--- src/rtl/assert_macros.svh ---
// ----------------------------------------------------------------------------
// Assertion macros
// Shared concurrent assertion forms for the fmp blocks.
// ----------------------------------------------------------------------------
`ifndef ASSERT_MACROS_SVH
`define ASSERT_MACROS_SVH

// condition holds at every clock edge outside reset
`define ASSERT_ALWAYS(lbl, clk, rstn, cond, msg) \
  lbl: assert property (@(posedge clk) disable iff (!rstn) (cond)) else $error(msg);

// consequent holds in the cycle after the antecedent
`define ASSERT_NEXT(lbl, clk, rstn, ante, cons, msg) \
  lbl: assert property (@(posedge clk) disable iff (!rstn) (ante) |=> (cons)) else $error(msg);

// consequent holds in the same cycle as the antecedent
`define ASSERT_SAME(lbl, clk, rstn, ante, cons, msg) \
  lbl: assert property (@(posedge clk) disable iff (!rstn) (ante) |-> (cons)) else $error(msg);

`endif

--- src/rtl/fmp_pkg.sv ---
// ----------------------------------------------------------------------------
// fmp_pkg
// Types and constants of the first minimum parabolic finder.
// ----------------------------------------------------------------------------
package fmp_pkg;

  localparam int SAMPLE_W = 16;
  localparam int COORD_W  = 16;
  localparam int VAL_W    = 31;                 // clipped squared modulus
  localparam int REG_W    = 31;                 // widest config register
  localparam int CFG_IDX_W = 1;

  localparam int SQ_W   = 2 * SAMPLE_W;
  localparam int CMP_W  = (SQ_W > VAL_W) ? SQ_W : VAL_W;
  localparam int PROD_W = COORD_W + VAL_W;      // |dx| * |dg|
  localparam int MAC_W  = COORD_W + PROD_W;     // |dx|^2 * |dg|
  localparam int NUM_W  = MAC_W + 2;            // signed numerator
  localparam int DEN_W  = PROD_W + 2;           // signed denominator
  localparam int CNT_W  = $clog2(COORD_W);

  localparam int QUEUE_DEPTH = 2;

  localparam logic [REG_W-1:0] LIMIT_RESET = REG_W'(805306368);
  localparam logic [REG_W-1:0] LEVEL_RESET = REG_W'(268435456);

  typedef enum logic [CFG_IDX_W-1:0] {
    REG_MODULUS_LIMIT = 1'b0,
    REG_MINIMUM_LEVEL = 1'b1
  } fmp_reg_e;

  typedef enum logic [3:0] {
    BE_IDLE,
    BE_PROD,
    BE_MUL,
    BE_SUM,
    BE_ABS,
    BE_CHECK,
    BE_OVF,
    BE_DIV,
    BE_ROUND,
    BE_OUT
  } fmp_be_state_e;

  typedef struct packed {
    logic signed [SAMPLE_W-1:0] re_part;
    logic signed [SAMPLE_W-1:0] im_part;
    logic [COORD_W-1:0]         coord;
    logic                       last;
  } fmp_in_t;

  typedef struct packed {
    logic [COORD_W-1:0] r0;
    logic               found;
  } fmp_out_t;

  // one entry per run: index 0 is the oldest window slot, 1 the center
  typedef struct packed {
    logic                        found;
    logic [2:0][VAL_W-1:0]       vals;
    logic [2:0][COORD_W-1:0]     coords;
  } fmp_job_t;

endpackage

--- src/rtl/fmp_queue.sv ---
// ----------------------------------------------------------------------------
// fmp_queue
// Short queue of finished runs between front and back end.
// ----------------------------------------------------------------------------
`include "assert_macros.svh"

module fmp_queue import fmp_pkg::*; (
  input  logic     clk_i,
  input  logic     rst_ni,
  input  logic     push_i,
  input  fmp_job_t job_i,
  output logic     full_o,
  input  logic     pop_i,
  output logic     valid_o,
  output fmp_job_t job_o
);

  localparam int PTR_W = $clog2(QUEUE_DEPTH);

  fmp_job_t         mem_q [QUEUE_DEPTH];
  logic [PTR_W-1:0] wr_ptr_q, rd_ptr_q;
  logic [PTR_W:0]   count_q;

  assign full_o  = (count_q == (PTR_W+1)'(QUEUE_DEPTH));
  assign valid_o = (count_q != '0);
  assign job_o   = mem_q[rd_ptr_q];

  always_ff @(posedge clk_i) begin
    if (push_i) begin
      mem_q[wr_ptr_q] <= job_i;
    end
  end

  always_ff @(posedge clk_i or negedge rst_ni) begin
    if (!rst_ni) begin
      wr_ptr_q <= '0;
      rd_ptr_q <= '0;
      count_q  <= '0;
    end else begin
      if (push_i) begin
        wr_ptr_q <= wr_ptr_q + 1'b1;
      end
      if (pop_i) begin
        rd_ptr_q <= rd_ptr_q + 1'b1;
      end
      case ({push_i, pop_i})
        2'b10:   count_q <= count_q + 1'b1;
        2'b01:   count_q <= count_q - 1'b1;
        default: count_q <= count_q;
      endcase
    end
  end

  `ASSERT_ALWAYS(a_no_overflow, clk_i, rst_ni, !(push_i && full_o), "push into full queue")
  `ASSERT_ALWAYS(a_no_underflow, clk_i, rst_ni, !(pop_i && !valid_o), "pop from empty queue")

endmodule

--- config.mk ---
export PLATFORM = sky130hd
export DESIGN_NAME = fmp_queue
export DESIGN_NICKNAME = d
export VERILOG_FILES = /design/src/rtl/fmp_pkg.sv /design/src/rtl/fmp_queue.sv
export VERILOG_INCLUDE_DIRS = /design/src /design/src/rtl
export SDC_FILE = /design/constraint.sdc
export NUM_CORES = 1
export LEC_CHECK = 0
export CORE_MARGIN = 10
export CORE_UTILIZATION = 50
export CTS_CLUSTER_SIZE = 14
export DETAILED_ROUTE_END_ITERATION = 10
export DONT_BUFFER_PORTS = 1
export MAX_ROUTING_LAYER = met4
export PLACE_DENSITY = 0.68
export SLEW_MARGIN = 20
export SYNTH_ARGS = -nofsm -noshare
export SYNTH_HDL_FRONTEND = slang
export SYNTH_SLANG_ARGS = --single-unit
--- constraint.sdc ---
create_clock -name clk_i -period 6.85 [get_ports clk_i]
set_input_delay 1.37 -clock clk_i [delete_from_list [all_inputs] [get_ports clk_i]]
set_output_delay 1.37 -clock clk_i [all_outputs]
set_load 0.1 [all_outputs]
# Yosys cells after proc, flatten, opt, wreduce, memory -nomap -nowiden
# Memories as Yosys holds them, arrays and structs flattened.
# Index checks and enable logic that the tools add are counted.
op_classes:
  add_sub_neg: 4
  eq_ne: 3
  mux: 3
  n_reduce_logical: 2
ops:
  columns: ["operator", "count"]
  rows:
  - ["== test 2 bit, second input constant", 2]
  - ["case mux 2 bit (2 select lines)", 1]
  - ["nonzero test 2 bit", 2]
  - ["adder 1 bit, second input constant", 2]
  - ["adder 2 x 1 -> 2 bit, second input constant", 1]
  - ["== test 2 x 1 -> 1 bit, second input constant", 1]
  - ["2-to-1 mux 1 bit", 2]
  - ["subtractor 2 x 1 -> 2 bit, second input constant", 1]
word_totals:
  ff_bits: 4
  mem_bits_rw: 284
  input_bits: 146
  output_inout_bits: 144
  word_cells: 16
  memories: 1
memory_table:
  columns: ["name", "depth", "width", "read_ports", "rd_clocked_by_memory_dff", "write_ports", "line_no", "rtl"]
  rows:
  - ["mem_q", 2, 142, 1, 0, 1, "fmp_queue.sv:20", "fmp_job_t mem_q [QUEUE_DEPTH];"]

# Longest topological paths before layout
logic_depth:
  ltp_word: 2
  ltp_mapped: 5

# Least setup slack after synthesis
# No wires, ideal clock.
synth_timing:
  path_kind: "in2reg"
  start: "input port push_i"
  end: "memory mem_q[0][0] (netlist name) (enable)"
  setup_time_ns: 0.649
  arrival_ns: 7.375
  required_time_ns: 6.201
  slack_ns: -1.174
  cell_stages: 2
  cell_sequence: "inv_1 nor2_1"
synth_via:
  elab_chain_cells: 2
synth_lines:
  columns: ["element", "line_no", "rtl"]
  rows:
  - ["start, declared", "fmp_queue.sv:10", "input logic push_i,"]
  - ["2-to-1 mux 1 bit", "fmp_queue.sv:29", "if (push_i) begin"]
  - ["2-to-1 mux 1 bit (not written as such)", "fmp_queue.sv:30", "mem_q[wr_ptr_q] <= job_i;"]
  - ["end, declared", "fmp_queue.sv:20", null]
# No other way between the ends.

==> impl_metrics.yaml <==
worst_setup_path:
  worst_r2r_startpoint: "wr_ptr_q"
  r2r_cells: 2
  cp_slowest_cell: "dfrtp_4"
  worstReg2RegEnd: "mem_q[1][78]"
  cp-end-kind: "primary output"
  required_ns: 5.48
  slowest_delay_ns: 0.68
  worstSetupStartpointType: "register"
  path_max_fanout: 71
  path_cells: "buf_12 -> mux2_2"
  critPathKind: "register to primary output"
  ff2ff_setup_slack_ns: 4.77
  worstPathArrival_ns: 2.37
yosys:
  synth_mux_area_frac: 0.174
  netlist_instances: 458
  yosys.cell_types.count: 14
  synth_warnings: 0
  synth_top_family_by_area: "multiplexers"
  synth.avg_cell_area_um2: 23.4
  ys_seq_area_frac: 0.805
  synth-compound-area-share: 0
  syn_nets: 605
  synthTopCellsByArea: "edfxtp_1 80%, mux2_4 9.8%, mux2_2 7.6%"
  synth_xor_xnor_area_share: 0.00409
  ys_ff_latch: 288
  synthAdderAreaFrac: 0.00117
  syn_area_um2: 10700
  synth_top_area_cell: "edfxtp_1"
  synth-simple-area-share: 0.00245
  synth_top_cell_area_share: 0.796
final_layout:
  antenna_cells: 0
  n_fill_cell: 1490
  final_core_util: 0.565
  multi_input_area_um2: 1960
  final_nets: 625
  drive_gt1_frac: 0.375
  regArea_um2: 8630
  syn_to_final_growth_pct: 10.9
cts:
  cts_resized: 0
  htreeDepth: 1
  cts_buffers: 28
  clkSlewWorstSetupHoldPaths_ns: 0.06
  postCtsSetupBuffers: 0
  cts_hold_buf: 0
  worstSkewPairLatency_ns: 0.52
  root_buffer: "clkbuf_16"
  cts_sinks: 288
  tritoncts: "yes"
  cts_buffer_depth: 3
route:
  drtIter0Drc: 221
  drc: 0
  vias_per_cell: 5.40
  ant_nets: 0
  wire_per_inst_um: 25.8
  first_pass_iters: 4
  vias: 4183
  totalWireLength_mm: 20.0
timing:
  finalHoldViolCount: 0
  slew_viol_final: 0
  relSlewSlack: 0.258
  clock_skew_ns: 0.0188
  worstMarginPinSlew_ns: 1.11
  rsz0062_at_grt: "no"
  totalNegativeSetupSlack_ns: 0
  fin_crit_ns: 3.74
  setup-violations-final: 0
  post-route-period-util: 0.546
  max_freq_ghz: 0.267
global_route:
  grt_pass1_wl_mm: 29.1
  first_global_vias: 4487
  track_usage: 0.141
  antenna_found_initial: 0
  globalRouteOverflowTotal: 0
  grt_start_max_net_pins: 75
job:
  drv_cap: 0
floorplan:
  die-area_um2: 27700
  core_um2: 21000
  die_height_um: 166
  start_util: 0.510
  num_io_pins: 290
  rows: 53
  die_w_um: 166
outcome:
  status: "finished, final reports clean"
worst_hold_path:
  hp-class: "register to register"
  whs_endpoint: "count_q[1]"
  min_from: "count_q[1]"
  holdPathStages: 1
placed_design:
  buffer_ports.inserted: 0
  hpwl_mm: 14.1
  place_congestion: 0.781
## worst max-delay path by stage
stage / start / to / cells after the start
3_5_place_dp: rd_ptr_q / job_o[16] / 2
4_1_cts: rd_ptr_q / job_o[124] / 2
5_1_grt: rd_ptr_q / job_o[127] / 2
3_3_place_gp: rd_ptr_q / job_o[135] / 2
6_report: rd_ptr_q / job_o[127] / 2
2_1_floorplan: push_i / mem_q[0][0] / 2
## area by class of cell
| cell class | instances | area share |
|---|---|---|
| sequential | 288 | 0.726 |
| clock buffer | 35 | 0.0630 |
| clock inverter | 16 | 0.0101 |
| inverter | 1 | 0.000316 |
| multi-input combinational | 153 | 0.165 |
| timing repair buffer | 6 | 0.00653 |
| tap | 275 | 0.0290 |
## sequential cells by signal, indices dropped and copies added (netlist names)
register and flops:
mem_q 284, count_q 2, rd_ptr_q 1, wr_ptr_q 1
## per-stage QoR
| step | setup WS [ns] | area (um2) | std cells | hold WS, ns |
|---|---|---|---|---|
| after global placement | 3.19 | 11000 | 722 | 0.467 |
| after global routing | 3.00 | 11900 | 774 | 0.506 |
| after CTS | 2.57 | 11900 | 773 | 0.510 |
| final | 3.11 | 11900 | 774 | 0.513 |
| after floorplan | 1.31 | 10700 | 458 | 0.447 |
| after detailed placement | 3.14 | 11000 | 722 | 0.501 |
## critical path: cells and delay by family (launching register included)
kind | cells | cell delay (ns)
buffers and inverters | 1 | 0.44
DFF | 1 | 0.68
muxes | 1 | 0.62
## cell usage in the layout (no fill, tap or decap), drive strengths merged, types with 2 or more instances in the layout
cell      n
edfxtp  284
mux2    142
clkbuf   35
clkinv   13
buf       6
dfrtp     4
xor2      3
xnor2     2
bufinv    2
inv       2
nor2      2
## kinds of logic (layout without fill, tap and decap cells)
group                      count (synthesis)  count (layout)
DFF                                      288             288
muxes                                    142             142
buffers and inverters                     17              58
xor gates and xnor gates                   5               5
and+or+nand+nor                            5               5
adders and majority gates                  1               1
## cells in the mapped netlist
cell	n
or2_2	1
dfrtp_1	4
mux2_4	70
xor2_1	3
xnor2_1	2
mux2_2	72
edfxtp_1	284
ha_1	1
buf_2	7
nor2_1	2
inv_1	1
and2_1	1
buf_6	9
nor2b_1	1
## metal layers
metal	track usage	vias up	wire length (um)
met5	-	-	0
met2	0.217	232	9280
li1	-	1866	-
met3	0.0991	28	3310
met4	0.0305	0	328
met1	0.144	2057	7050
Power is not shown: default switching activity piles up to over one toggle a cycle in this logic, so the estimate is an artifact.
