--- config.mk ---
export PLATFORM = sky130hd
export DESIGN_NAME = fmp_front
export DESIGN_NICKNAME = d
export VERILOG_FILES = /design/src/rtl/fmp_pkg.sv /design/src/rtl/fmp_front.sv
export VERILOG_INCLUDE_DIRS = /design/src /design/src/rtl
export SDC_FILE = /design/constraint.sdc
export NUM_CORES = 1
export LEC_CHECK = 0
export ABC_AREA = 1
export BUFFER_PORTS_ARGS = -buffer_cell sky130_fd_sc_hd__buf_4
export CORE_MARGIN = 5
export CORE_UTILIZATION = 55
export DETAILED_ROUTE_END_ITERATION = 6
export PLACE_DENSITY = 0.74
export SLEW_MARGIN = 30
export SYNTH_ARGS = -nofsm -noshare
export SYNTH_HDL_FRONTEND = slang
export SYNTH_SLANG_ARGS = --single-unit
--- constraint.sdc ---
create_clock -name clk_i -period 22.8 [get_ports clk_i]
set_input_delay 2.28 -clock clk_i [delete_from_list [all_inputs] [get_ports clk_i]]
set_output_delay 2.28 -clock clk_i [all_outputs]
set_load 0.005 [all_outputs]
--- src/rtl/assert_macros.svh ---
// ----------------------------------------------------------------------------
// Assertion macros
// Shared concurrent assertion forms for the fmp blocks.
// ----------------------------------------------------------------------------
`ifndef ASSERT_MACROS_SVH
`define ASSERT_MACROS_SVH

// condition holds at every clock edge outside reset
`define ASSERT_ALWAYS(lbl, clk, rstn, cond, msg) \
  lbl: assert property (@(posedge clk) disable iff (!rstn) (cond)) else $error(msg);

// consequent holds in the cycle after the antecedent
`define ASSERT_NEXT(lbl, clk, rstn, ante, cons, msg) \
  lbl: assert property (@(posedge clk) disable iff (!rstn) (ante) |=> (cons)) else $error(msg);

// consequent holds in the same cycle as the antecedent
`define ASSERT_SAME(lbl, clk, rstn, ante, cons, msg) \
  lbl: assert property (@(posedge clk) disable iff (!rstn) (ante) |-> (cons)) else $error(msg);

`endif

--- src/rtl/fmp_pkg.sv ---
// ----------------------------------------------------------------------------
// fmp_pkg
// Types and constants of the first minimum parabolic finder.
// ----------------------------------------------------------------------------
package fmp_pkg;

  localparam int SAMPLE_W = 16;
  localparam int COORD_W  = 16;
  localparam int VAL_W    = 31;                 // clipped squared modulus
  localparam int REG_W    = 31;                 // widest config register
  localparam int CFG_IDX_W = 1;

  localparam int SQ_W   = 2 * SAMPLE_W;
  localparam int CMP_W  = (SQ_W > VAL_W) ? SQ_W : VAL_W;
  localparam int PROD_W = COORD_W + VAL_W;      // |dx| * |dg|
  localparam int MAC_W  = COORD_W + PROD_W;     // |dx|^2 * |dg|
  localparam int NUM_W  = MAC_W + 2;            // signed numerator
  localparam int DEN_W  = PROD_W + 2;           // signed denominator
  localparam int CNT_W  = $clog2(COORD_W);

  localparam int QUEUE_DEPTH = 2;

  localparam logic [REG_W-1:0] LIMIT_RESET = REG_W'(805306368);
  localparam logic [REG_W-1:0] LEVEL_RESET = REG_W'(268435456);

  typedef enum logic [CFG_IDX_W-1:0] {
    REG_MODULUS_LIMIT = 1'b0,
    REG_MINIMUM_LEVEL = 1'b1
  } fmp_reg_e;

  typedef enum logic [3:0] {
    BE_IDLE,
    BE_PROD,
    BE_MUL,
    BE_SUM,
    BE_ABS,
    BE_CHECK,
    BE_OVF,
    BE_DIV,
    BE_ROUND,
    BE_OUT
  } fmp_be_state_e;

  typedef struct packed {
    logic signed [SAMPLE_W-1:0] re_part;
    logic signed [SAMPLE_W-1:0] im_part;
    logic [COORD_W-1:0]         coord;
    logic                       last;
  } fmp_in_t;

  typedef struct packed {
    logic [COORD_W-1:0] r0;
    logic               found;
  } fmp_out_t;

  // one entry per run: index 0 is the oldest window slot, 1 the center
  typedef struct packed {
    logic                        found;
    logic [2:0][VAL_W-1:0]       vals;
    logic [2:0][COORD_W-1:0]     coords;
  } fmp_job_t;

endpackage

--- src/rtl/fmp_front.sv ---
// ----------------------------------------------------------------------------
// fmp_front
// Squares each sample, clips it and runs the four-sample minimum search.
// ----------------------------------------------------------------------------
`include "assert_macros.svh"

module fmp_front import fmp_pkg::*; (
  input  logic                 clk_i,
  input  logic                 rst_ni,
  input  logic                 cfg_we_i,
  input  logic [CFG_IDX_W-1:0] cfg_idx_i,
  input  logic [REG_W-1:0]     cfg_data_i,
  input  logic                 in_valid_i,
  input  fmp_in_t              in_data_i,
  output logic                 in_stall_o,
  input  logic                 q_full_i,
  output logic                 q_push_o,
  output fmp_job_t             q_job_o
);

  localparam logic [1:0] FILL_FULL = 2'd3;

  function automatic logic [SAMPLE_W-1:0] sample_mag(input logic [SAMPLE_W-1:0] raw);
    return raw[SAMPLE_W-1] ? (~raw + 1'b1) : raw;
  endfunction

  logic [REG_W-1:0] limit_q, level_q;

  logic               a_valid_q;
  logic [SQ_W-1:0]    a_sq_re_q, a_sq_im_q;
  logic [COORD_W-1:0] a_coord_q;
  logic               a_last_q;

  logic [2:0][VAL_W-1:0]   win_val_q;
  logic [2:0][COORD_W-1:0] win_coord_q;
  logic [1:0]              fill_q;
  logic                    found_q;

  logic [SAMPLE_W-1:0] re_mag, im_mag;
  logic [SQ_W-1:0]     v_sum;
  logic [VAL_W-1:0]    v_clip;
  logic                in_fire, b_fire, find;

  always_ff @(posedge clk_i or negedge rst_ni) begin
    if (!rst_ni) begin
      limit_q <= LIMIT_RESET;
      level_q <= LEVEL_RESET;
    end else if (cfg_we_i) begin
      case (fmp_reg_e'(cfg_idx_i))
        REG_MODULUS_LIMIT: limit_q <= cfg_data_i;
        REG_MINIMUM_LEVEL: level_q <= cfg_data_i;
        default: ;
      endcase
    end
  end

  // a last beat waits in stage a until the queue has room
  assign in_stall_o = a_valid_q & a_last_q & q_full_i;
  assign in_fire    = in_valid_i & ~in_stall_o;
  assign b_fire     = a_valid_q & ~in_stall_o;

  assign re_mag = sample_mag(in_data_i.re_part);
  assign im_mag = sample_mag(in_data_i.im_part);

  always_ff @(posedge clk_i or negedge rst_ni) begin
    if (!rst_ni) begin
      a_valid_q <= 1'b0;
    end else if (in_fire) begin
      a_valid_q <= 1'b1;
    end else if (b_fire) begin
      a_valid_q <= 1'b0;
    end
  end

  always_ff @(posedge clk_i) begin
    if (in_fire) begin
      a_sq_re_q <= SQ_W'(re_mag) * SQ_W'(re_mag);
      a_sq_im_q <= SQ_W'(im_mag) * SQ_W'(im_mag);
      a_coord_q <= in_data_i.coord;
      a_last_q  <= in_data_i.last;
    end
  end

  assign v_sum  = a_sq_re_q + a_sq_im_q;
  assign v_clip = (CMP_W'(v_sum) > CMP_W'(limit_q)) ? '0 : VAL_W'(v_sum);

  assign find = ~found_q && (fill_q == FILL_FULL) && (win_val_q[2] > win_val_q[1]) &&
                (v_clip > win_val_q[1]) && (CMP_W'(win_val_q[1]) < CMP_W'(level_q));

  always_ff @(posedge clk_i or negedge rst_ni) begin
    if (!rst_ni) begin
      fill_q  <= '0;
      found_q <= 1'b0;
    end else if (b_fire) begin
      if (a_last_q) begin
        fill_q  <= '0;
        found_q <= 1'b0;
      end else if (find) begin
        found_q <= 1'b1;
      end else if (!found_q && fill_q != FILL_FULL) begin
        fill_q <= fill_q + 1'b1;
      end
    end
  end

  // window freezes once a minimum is found
  always_ff @(posedge clk_i) begin
    if (b_fire && !found_q && !find) begin
      win_val_q   <= {v_clip, win_val_q[2], win_val_q[1]};
      win_coord_q <= {a_coord_q, win_coord_q[2], win_coord_q[1]};
    end
  end

  assign q_push_o       = b_fire & a_last_q;
  assign q_job_o.found  = found_q | find;
  assign q_job_o.vals   = win_val_q;
  assign q_job_o.coords = win_coord_q;

  `ASSERT_NEXT(a_run_clears, clk_i, rst_ni, b_fire && a_last_q, fill_q == '0 && !found_q, "run state not cleared after last beat")

endmodule

==> After elaboration in Yosys (flattened, before gate mapping) <==
Index checks and enable logic that the tools add are counted.
{ "word_totals": {"output_inout_bits": 144, "word_cells": 65, "ff_bits": 288, "input_bits": 86} }
{ "classes": {"bitwise_logic": 11, "mul": 2, "addsub": 4, "muxes": 10, "n_lt_le_gt_ge": 4, "n_reduce_logical": 16, "n_eq_ne": 3} }
{ "op_table": {"columns": ["cell", "count"], "rows": [
  ["multiplier 16 x 16 -> 32 bit", 2],
  ["> comparator 31 bit", 2],
  ["adder 16 x 1 -> 16 bit (second input constant)", 2],
  ["adder 32 bit", 1],
  ["> comparator 32 x 31 -> 1 bit", 1],
  ["two-way mux 16 bit", 2],
  ["inverter 16 bit", 2],
  ["less-than comparator 31 bit", 1],
  ["two-way mux 31 bit", 1],
  ["logical AND 1 bit", 7],
  ["two-way mux 2 bit", 3],
  ["AND reduction 2 bit", 3],
  ["nonzero test 2 bit", 3],
  ["bitwise AND 1 bit", 5],
  ["two-way mux 1 bit", 4],
  ["inequality test 2 bit (second input constant)", 2],
  ["inverter 1 bit", 3],
  ["AND reduction 3 bit", 1],
  ["adder 2 x 1 -> 2 bit (second input constant)", 1],
  ["equality test 2 bit (second input constant)", 1],
  ["logical NOT 1 bit", 2],
  ["OR 1 bit", 1]
]} }

==> Logic depth before layout (Yosys ltp) <==
{ "logic_depth": {"word_depth": 8, "ltp_mapped": 44, "ltp_nobuf": 43} }

==> Least setup slack after synthesis <==
Ideal clock, no wire load.
{ "synth_timing": {"path_kind": "reg-to-reg", "startpoint": "reg a_sq_re_q[3]", "endpoint": "reg win_coord_q, in the netlist q_job_o[0] (enable)", "synth_period_minus_slack_ps": 14339, "setup_time_ps": 815, "setup_slack_ps": 8461, "t_arrival_ps": 13525, "path_stages_with_launch": 42, "t_required_ps": 21985, "cell_sequence": "edfxtp_1 -> ha_1 -> a21o_2 -> nand2_2 -> nand2_2 -> nand2_1 -> nand2_2 -> nand3b_1 -> nand2_1 -> nand2_1 -> o21ai_0 -> xnor2_1 -> inv_1 -> ha_1 -> nand2_1 -> nor2_1 -> nand2_1 -> nor2_1 -> (+6 left out) -> nand2_1 -> nand2_1 -> nand2_1 -> nand2_2 -> buf_6 -> nor2_2 -> ha_1 -> a21oi_1 -> o21ai_0 -> nand2_1 -> o211ai_1 -> nand2_1 -> nand2_1 -> nand3b_1 -> nand2_1 -> nand2_1 -> nor2_1 -> nor3_1"} }
{ "synth_via": {"elab_chain_cells": 8} }
{ "synth_rtl": {"columns": ["item", "line_no", "source"], "rows": [
  ["start: declaration", "fmp_front.sv:30", "logic [SQ_W-1:0] a_sq_re_q, a_sq_im_q;"],
  ["start signal: assignment", "fmp_front.sv:77", "a_sq_re_q <= SQ_W'(re_mag) * SQ_W'(re_mag);"],
  ["adder 32 bit", "fmp_front.sv:84", "assign v_sum = a_sq_re_q + a_sq_im_q;"],
  ["> comparator 32 x 31 -> 1 bit", "fmp_front.sv:85", "assign v_clip = (CMP_W'(v_sum) > CMP_W'(limit_q)) ? '0 : VAL_W'(v_sum);"],
  ["two-way mux 31 bit", "fmp_front.sv:85", null],
  ["via v_clip[2]", "fmp_front.sv:41", "logic [VAL_W-1:0] v_clip;"],
  ["> comparator 31 bit", "fmp_front.sv:88", "(v_clip > win_val_q[1]) && (CMP_W'(win_val_q[1]) < CMP_W'(level_q));"],
  ["logical AND 1 bit", "fmp_front.sv:87", "assign find = ~found_q && (fill_q == FILL_FULL) && (win_val_q[2] > win_val_q[1]) &&"],
  ["logical AND 1 bit", "fmp_front.sv:88", null],
  ["logical NOT 1 bit", "fmp_front.sv:108", "if (b_fire && !found_q && !find) begin"],
  ["logical AND 1 bit", "fmp_front.sv:108", null],
  ["end signal: assignment", "fmp_front.sv:110", "win_coord_q <= {a_coord_q, win_coord_q[2], win_coord_q[1]};"],
  ["end: declaration", "fmp_front.sv:35", "logic [2:0][COORD_W-1:0] win_coord_q;"]
]} }
The timed path passes the listed nets, and every way through them passes these cells.
A chain may end at the register's enable or synchronous reset.

==> Worst setup path after layout <==
{ "layout_timing": {"startpoint": "in in_data_i[33] (netlist name)", "endpoint": "reg a_sq_re_q[28], data pin"} }
{ "layout_via": {"elab_chain_cells": 4} }
{ "layout_rtl": {"columns": ["item", "line_no", "source"], "rows": [
  ["start: declaration", "fmp_front.sv:14", "input fmp_in_t in_data_i,"],
  ["inverter 16 bit", "fmp_front.sv:24", "return raw[SAMPLE_W-1] ? (~raw + 1'b1) : raw;"],
  ["adder 16 x 1 -> 16 bit", "fmp_front.sv:24", null],
  ["two-way mux 16 bit (*)", "fmp_front.sv:24", null],
  ["multiplier 16 x 16 -> 32 bit (*)", "fmp_front.sv:77", null]
]} }
Every way passes the cells marked *; elsewhere a longest branch is shown, timed or not.

==> flow_summary_export.csv <==
group,metric,value,unit
layout,finish.net_count,4151,
clock_network,clock_root_buffer_master,"sky130_fd_sc_hd__clkbuf_16",
critical_path,cp-end-kind,"flip-flop",
die,core_area,0.05245,mm2
clock_network,clock_sink_count,286,
die,initial_utilization,55.31,%
layout,fill_cell_count,4422,
sta,transition_at_the_pin_with_the_smallest_max_transition_slack,955.7,ps
grt,grt.overflow.total,0,
grt,globalRouteMet1Util,29.47,%
critical_path,worst-endpoint-required,23110,ps
critical_path,crit_type,"in -> reg",
outcome,run_status,"completed",
route,routed_via_density,5.188,
logic_synthesis,async_reset_ff_share,23.08,%
die,die_y,239.7,um
logic_synthesis,synthesis.area,0.02901,mm2
critical_path,critical_path.slowest_cell,"sky130_fd_sc_hd__xor2_2",
run,timing.max_cap.violations,0,
die,floorplan.die_area,0.05744,mm2
layout,area_growth_syn_to_layout,12.07,%
critical_path,critPathMaxStageDelay,560,ps
critical_path,timing.reg2reg.worst_path_depth,39,
grt,gr-max-usage-layer,"met2",
sta,finalSetupViolCount,0,
sta,timing_max_transition_violations_final,0,
critical_path,worst_ep_arrival_time,9470,ps
die,top_level_ports,230,
layout,num_antenna_cells,0,
logic_synthesis,yosys.area_share.xor_xnor,3.101,%
place,place.port_buffers,229,
route,post_drt_wl_per_cell,15.81,um
min_path,min_delay_worst_endpoint,"q_job_o[35]$_DFFE_PP_",
layout,finished_cell_area,0.03251,mm2
sta,finalCritPeriodShare,40.16,%
sta,layout_min_cycle_time,9157,ps
layout,layout-drive-gt1-share,11.13,%
place,globalplace.congestion,0.9352,
route,num_vias,21280,
grt,use_met2,41.01,%
logic_synthesis,yosys.area_share.adder,37.47,%
clock_network,clock_tree.htree_level_count,1,
grt,grt_pass1_wl,107100,um
clock_network,postCtsSetupBuffers,0,
logic_synthesis,synth_compound_area_share,6.901,%
critical_path,timing.rr.start,"a_sq_re_q[3]$_DFFE_PP_",
sta,max_freq,109.2,MHz
critical_path,register_to_register_setup_slack,15530,ps
route,drc_errors,0,
critical_path,timing.critical_path.max_delay_family,"adder cells",
min_path,min_delay_src,"a_coord_q[3]$_DFFE_PP_",
clock_network,cts_inserted_buffers,29,
grt,antenna_found_initial,0,
place,placement.cell_area,0.03154,mm2
min_path,worst_hold_path_type,"reg -> reg",
sta,finalHoldViolCount,0,
logic_synthesis,muxShareOfSynthArea,0,%
logic_synthesis,synth-edff-count,220,
clock_network,clkTransAtPathRegs,70,ps
route,ant_nets,0,
critical_path,terminus_of_the_critical_flop_to_flop_path,"q_job_o[110]$_DFFE_PP_",
logic_synthesis,yosys_warnings,0,
grt,first_global_vias,21880,
die,fp-row-count,84,
sta,grt_setup_unrepaired,"no",
layout,seq_area,0.008262,mm2
logic_synthesis,syn_avg_cell_area,9.224,um2
critical_path,maximum_net_fanout_on_the_critical_path,18,
clock_network,cts_resized,0,
logic_synthesis,synth_top_family_by_area,"adder cells",
clock_network,cts_tree,"yes",
sta,setup_tns_final,0,ps
sta,slew_headroom,35.83,%
grt,grtUsageMet3,2.038,%
route,iteration_0_drc_markers,1187,
min_path,hold-path-cell-count,0,
place,final_hpwl_dp,54220,um
critical_path,critical_path.n_buffers_inverters,7,
logic_synthesis,synth-seq-area-share,28.48,%
route,wirelength,64870,um
layout,multiInputGateArea,0.01777,mm2
logic_synthesis,yosys_register_bits,286,
logic_synthesis,netlist-cell-type-count,56,
route,first_drt_pass_iteration_count,7,
logic_synthesis,ys_dominant_reg_cell,"sky130_fd_sc_hd__edfxtp_1",
grt,largest_net_degree_at_the_start_of_global_routing,80,
die,die_w,239.7,um
clock_network,cts_hold_buffers,0,
logic_synthesis,yosys.area_share.simple,13.39,%
critical_path,cp.depth,32,
critical_path,crit_path_start_kind,"input port",
logic_synthesis,netlist_instances,3145,
grt,grt_util_all_layers,22.69,%
sta,timing.clock.skew,17.11,ps
clock_network,clkLatencyLatePin,550,ps
clock_network,cts_max_path_buffers,3,
## layout make-up
cell class,count,area share [%]
inverter,763,8.813
multi-input combinational,2075,54.67
clock inverter,17,0.5465
sequential,286,25.41
tap,688,2.648
clock buffer,35,2.394
timing repair buffer,238,5.519
## state kept, by name, indices dropped and copies added (netlist names)
signal,count
q_job_o,141
fill_q,2
a_valid_q,1
a_coord_q,16
a_sq_im_q,31
a_last_q,1
level_q,31
found_q,1
limit_q,31
a_sq_re_q,31
## metrics by stage
stage,worst slack [ps],utilization [%],instances,hold WS [ps]
floorplan,8461,-,3167,400.3
global placement,13350,60.12,4050,401.6
detailed placement,13070,60.14,4050,404.5
CTS,13650,61.96,4102,416.0
global route,13140,61.99,4102,424.2
finish,13640,61.99,4102,413.9
## layout by cell type, fill, tap and decap left out, drive strengths merged, types with 28 or more instances in the layout
cell,count
a21oi,153
buf,238
clkbuf,35
dfrtp,63
edfxtp,220
fa,328
ha,344
inv,763
nand2,451
nand3,59
nor2,334
nor3,28
o21ai,144
xnor2,33
xor2,68
## Yosys cell counts (all sizes together) (20+ instances only)
cell type | number | area (um2)
edfxtp | 220 | 6606
o21ai | 144 | 747.0
ha | 344 | 4304
nor2 | 334 | 1371
inv | 762 | 2860
nand3 | 59 | 320.3
xor2 | 68 | 610.6
dfrtp | 63 | 1577
nand2 | 451 | 1720
fa | 328 | 6566
nor3 | 28 | 166.4
nand4 | 25 | 171.4
a21oi | 153 | 765.7
buf | 20 | 133.9
clkbuf | 23 | 86.33
xnor2 | 33 | 289.0
## how the worst max path moves through the flow
stage                            from                       to  slack, ps
4_1_cts                 in_data_i[33]  a_sq_re_q[28]$_DFFE_PP_      13650
3_5_place_dp            in_data_i[33]  a_sq_re_q[28]$_DFFE_PP_      13070
5_1_grt                 in_data_i[33]  a_sq_re_q[28]$_DFFE_PP_      13140
3_3_place_gp            in_data_i[33]  a_sq_re_q[28]$_DFFE_PP_      13350
6_report                in_data_i[33]  a_sq_re_q[28]$_DFFE_PP_      13640
2_1_floorplan  a_sq_re_q[3]$_DFFE_PP_     q_job_o[0]$_DFFE_PP_       8460
## cell families (layout without fill, tap and decap cells)
group	Yosys count	after routing
compound gates	362	362
xor+xnor	101	101
fa+ha+maj	672	672
buf+inv	806	1053
flops	286	286
other cells	2	24
simple gates	916	916
## metal layers
metal  up-vias  share of wire [%]  routed length [um]
met2       514                 51               33020
met5         -                  0                   0
met4         0                2.9                1911
met3       128                4.8                3122
li1      10310                  -                   -
met1     10330                 41               26820
Power is not shown: default switching activity piles up to over one toggle a cycle in this logic, so the estimate is an artifact.
